==> config.mk <==
export PLATFORM = sky130hd
export DESIGN_NAME = fbiw_div
export DESIGN_NICKNAME = d
export VERILOG_FILES = /design/src/rtl/core/fbiw_pkg.sv /design/src/rtl/core/fbiw_div.sv
export SDC_FILE = /design/constraint.sdc
export NUM_CORES = 1
export LEC_CHECK = 0
export BUFFER_PORTS_ARGS = -buffer_cell sky130_fd_sc_hd__buf_2
export CAP_MARGIN = 10
export CORE_ASPECT_RATIO = 1.75
export CORE_MARGIN = 1.5
export CORE_UTILIZATION = 48
export DETAILED_ROUTE_END_ITERATION = 8
export PLACE_DENSITY_LB_ADDON = 0.3
export SKIP_CTS_REPAIR_TIMING = 1
export SYNTH_ARGS = -nofsm -noshare
export SYNTH_HDL_FRONTEND = slang
export SYNTH_SLANG_ARGS = --single-unit
==> constraint.sdc <==
create_clock -name clk -period 0.8 [get_ports clk]
set_input_delay 0.08 -clock clk [delete_from_list [all_inputs] [get_ports clk]]
set_output_delay 0.08 -clock clk [all_outputs]
set_load 0.005 [all_outputs]
==> src/rtl/core/fbiw_pkg.sv <==
// shared types and constants of the file block index walker
`default_nettype none

package fbiw_pkg;

  localparam int MODE_W     = 2;
  localparam int REF_W      = 32;
  localparam int STATUS_W   = 2;
  localparam int IN_DATA_W  = 88;
  localparam int OUT_DATA_W = 40;

  localparam logic [MODE_W-1:0] MODE_SLOT   = 2'd0;
  localparam logic [MODE_W-1:0] MODE_WORD   = 2'd1;
  localparam logic [MODE_W-1:0] MODE_LOOKUP = 2'd2;

  localparam logic [STATUS_W-1:0] ST_OK    = 2'd0;
  localparam logic [STATUS_W-1:0] ST_RANGE = 2'd1;
  localparam logic [STATUS_W-1:0] ST_BAD   = 2'd2;

  localparam logic [REF_W-1:0] NULL_REF = 32'hFFFF_FFFF;

  typedef struct packed {
    logic wr_en;
    logic rd_en;
  } tbl_ctl_t;

endpackage

`default_nettype wire

==> src/rtl/core/fbiw_div.sv <==
// divide by a constant through a reciprocal multiply, three stages
`default_nettype none

module fbiw_div #(
  parameter int DIVISOR = 256,
  parameter int XW = 22,
  localparam int L = $clog2(DIVISOR)
) (
  input  logic          clk,
  input  logic          rst_n,
  input  logic          in_valid,
  input  logic [XW-1:0] x,
  output logic          out_valid,
  output logic [XW-1:0] q,
  output logic [L-1:0]  r
);
  import fbiw_pkg::*;

  localparam int S = XW + L;
  localparam longint unsigned M = ((64'd1 << S) + 64'(DIVISOR) - 64'd1) / 64'(DIVISOR);
  localparam int MW = XW + 1;
  localparam int PW = XW + MW;

  logic [2:0]    vld_r;
  logic [PW-1:0] prod_r;
  logic [XW-1:0] x1_r;
  logic [XW-1:0] x2_r;
  logic [XW-1:0] q2_r;
  logic [XW-1:0] q_r;
  logic [L-1:0]  r_r;
  logic [XW-1:0] qd;

  assign qd = q2_r * XW'(DIVISOR);

  always_ff @(posedge clk) begin
    if (!rst_n) begin
      vld_r <= '0;
    end else begin
      vld_r <= {vld_r[1:0], in_valid};
    end
  end

  always_ff @(posedge clk) begin
    prod_r <= PW'(x) * PW'(MW'(M));
    x1_r   <= x;
    q2_r   <= prod_r[S +: XW];
    x2_r   <= x1_r;
    q_r    <= q2_r;
    r_r    <= L'(x2_r - qd);
  end

  assign out_valid = vld_r[2];
  assign q         = q_r;
  assign r         = r_r;

endmodule

`default_nettype wire

=== Yosys cells after proc, flatten, opt, wreduce, memory -nomap -nowiden ===
Index checks and enable logic that the tools add are counted.

* Shift-type cells: 0
* Multiplexer cells: 0
* Add/sub/neg operators: 1
* Bitwise operators: 0
* Divide/modulo/power cells: 0
* Eq/ne operators: 0
* $mul: 0
* Order comparisons: 0
* Reduce and logical (&&, ||, !) cells: 0

{| class="wikitable"
|+ Operators by type and width
! kind !! number
|-
| 8-bit by 1-bit subtractor with 8-bit output, second input constant || 1
|}

* Logic and storage cells: 7
* Bits in latches: 0
* Memories kept: 0
* Output and inout bits: 31
* ROM bits: 0
* RAM bits: 0
* Bits in registers: 69

=== Depth between registers and ports, before layout ===
* Word-level depth: 1
* Gate-level depth with buffers: 1
* Mapped depth without buffers: 1

=== Worst setup path after synthesis ===
No wires, ideal clock.

* Path type: reg2reg
* Start: reg vld_r[1]
* End: reg vld_r[2]
* Arrival: 0.401 ns
* Setup time: 0.115 ns
* Cell stages (with the launch flop): 2
* Slack: 0.284 ns
* Cells stage by stage: dfxtp_1 > and2_1

{| class="wikitable"
|+ RTL lines
! what !! line !! source
|-
| start: declaration || fbiw_div.sv:24 || <nowiki>logic [2:0] vld_r;</nowiki>
|-
| start signal: assignment || fbiw_div.sv:39 || <nowiki>vld_r <= {vld_r[1:0], in_valid};</nowiki>
|}

No word-level cell between the ends.

=== Final worst setup path ===
* Start: reg r_r[4], in the netlist r[4]
* End: out r[4]

{| class="wikitable"
|+ RTL lines
! what !! line !! source
|-
| start: declaration || fbiw_div.sv:30 || <nowiki>logic [L-1:0] r_r;</nowiki>
|-
| start signal: assignment || fbiw_div.sv:49 || <nowiki>r_r <= L'(x2_r - qd);</nowiki>
|-
| end: declaration || fbiw_div.sv:15 || <nowiki>output logic [L-1:0] r</nowiki>
|}

No word-level cell between the ends.

==> flow_summary.yaml <==
worst_setup_path:
  critical-path-slowest-cell: "dfxtp_2"
  crit_family: "flip-flops"
  r2r_slack_ns: 0.25
  path_buf_inv: 1
  cp_max_fo: 1
  required_ns: 0.72
  crit_chain: "buf_6"
  slowest_delay_ns: 0.32
  arrival_ns: 0.74
  path_class: "register to primary output"
  start_kind: "register"
  end_kind: "primary output"
pwr:
  combPwrFrac: 0.036
  total_power_uw: 6231
  cell_internal_pwr_uw: 5076
  p_leak_uw: 0.0009924
  power_frac_seq: 0.587
  p_per_area_nw_per_um2: 2936
  p_sw_frac: 0.1853
  clkPwrFrac: 0.376
  ir_drop_mv: 2.140
  p_switching_uw: 1155
sta:
  fmax_mhz: 1222
  hold_viol: 0
  fin_skew_ns: 0.006150
  drv_slew: 0
  final.setup.worst_slack_ns: -0.01823
  setup_viol: 18
  min_period_over_period: 1.023
  fin_crit_ns: 0.8182
  rsz0062_at_grt: "yes"
  hold_ws_ns: 0.3180
floorplan:
  chipWidth_um: 44.75
  coreArea_um2: 2928
  dieArea_um2: 3403
  start_util: 0.5000
  io_pins: 56
  die_y_um: 76.06
  row_count: 26
final_layout:
  mostFrequentLayoutCell: "dfxtp_1"
  fin_util: 0.7248
  layout_common_cells: "66 x dfxtp_1, 46 x buf_2, 24 x dlygate4sd3_1"
  final-instance-count-excl-fill: 195
  layout-drive-gt1-share: 0.3713
  area_growth_pct: 44.96
  final_nets: 187
  n_antenna_cell: 0
placement:
  pre_cts_ws_ns: 0.2653
  port_buffers: 47
  gp_congestion: 0.6297
  placed_cells: 155
  post-dp-hpwl_um: 1208
global_routing:
  antenna_found_initial: 0
  grt_start_max_net_pins: 11
  grt_pass1_vias: 646
  overflow: 0
  grt_pass1_wl_um: 2746
  grt_use_total: 0.1267
logic_synthesis:
  synthTopCellsByArea: "dfxtp_1 94%, buf_4 4.1%, and2_1 1.3%, conb_1 0.26%"
  ys_seq_elements: 69
  synth_warnings: 0
  yosysTopAreaCell: "dfxtp_1"
  netlist_area_um2: 1464
  netlist_instances: 81
  ys_types: 4
  synth_top_area_frac: 0.9436
  postSynthAreaPerCell_um2: 18.07
  seq_area_frac_synth: 0.9436
route:
  num_vias: 775
  drcViolationCount: 0
  drt-initial-drc-count: 7
  via_per_inst: 3.974
  ant_nets: 0
  detail_route.wl_per_cell_um: 10.35
  dr.pass1.iters: 4
  wirelength_um: 2018
clock_network:
  root_buffer: "clkbuf_8"
  cts_tree: "yes"
  clockBufferDepth: 2
  cts_sinks: 69
  numCtsBuffers: 9
  clk_pin_slew_worst_paths_ns: 0.06
  clock_latency_ns: 0.31
  cts-htree-levels: 3
run_status:
  violations: "negative setup slack"
  status: "finished with violations"
flow_run:
  maxCapViolations: 0
hold_path:
  hp-class: "register to register"
worst paths after layout:
path / cells after the start / from / to
worst max-delay path: 1 / r[4] / r[4]
worst min-delay path: 0 / x2_r[5] / r[5]
worst max register to register: 1 / vld_r[1] / vld_r[2]
worst min register to register: 0 / x2_r[5] / r[5]
cells by family after synthesis:
family / synth area share
buffers and inverters: 0.04103
and+or+nand+nor: 0.01282
DFF: 0.9436
other: 0.002562
stage by stage:
stage | setup TNS, ns | cell area [um^2]
floorplan | 0 | 1490
global placement | 0 | 1700
detailed placement | 0 | 1700
CTS | -0.5054 | 1872
global route | -1.205 | 2122
finish | -0.1194 | 2122
routing by layer:
| metal | global-route usage | vias to the layer above | wire length, um |
|---|---|---|---|
| met4 | 0.1091 | 0 | 62 |
| met5 | 0 | - | 0 |
| met3 | 0.1019 | 6 | 124 |
| li1 | - | 392 | - |
| met2 | 0.1841 | 29 | 1164 |
| met1 | 0.1009 | 348 | 666 |
cells in the mapped netlist:
cell     instances
and2_1           3
buf_4            8
conb_1           1
dfxtp_1         69
state kept, by name, indices dropped and copies added (netlist names):
name and count:
q2_r 14, q 14, r 8, prod_r 22
x2_r 8, vld_r 3
area by class of cell:
type / instances / area, um^2
Clock buffer: 15 / 166.4
Sequential cell: 69 / 1385
Timing Repair Buffer: 71 / 481.7
Multi-Input combinational cell: 11 / 48.80
Fill cell: 217 / 805.8
Tap cell: 28 / 35.03
Clock inverter: 1 / 5.005
power by group through the flow:
stage	Clock, uW	Sequential, uW	Combinational (uW)
after floorplan	0	3730	40.1
after global placement	0	3720	129
after detailed placement	0	3740	132
after CTS	2420	3660	133
after global routing	2620	3670	251
final	2340	3660	227
(Power assumes the default switching activity.)
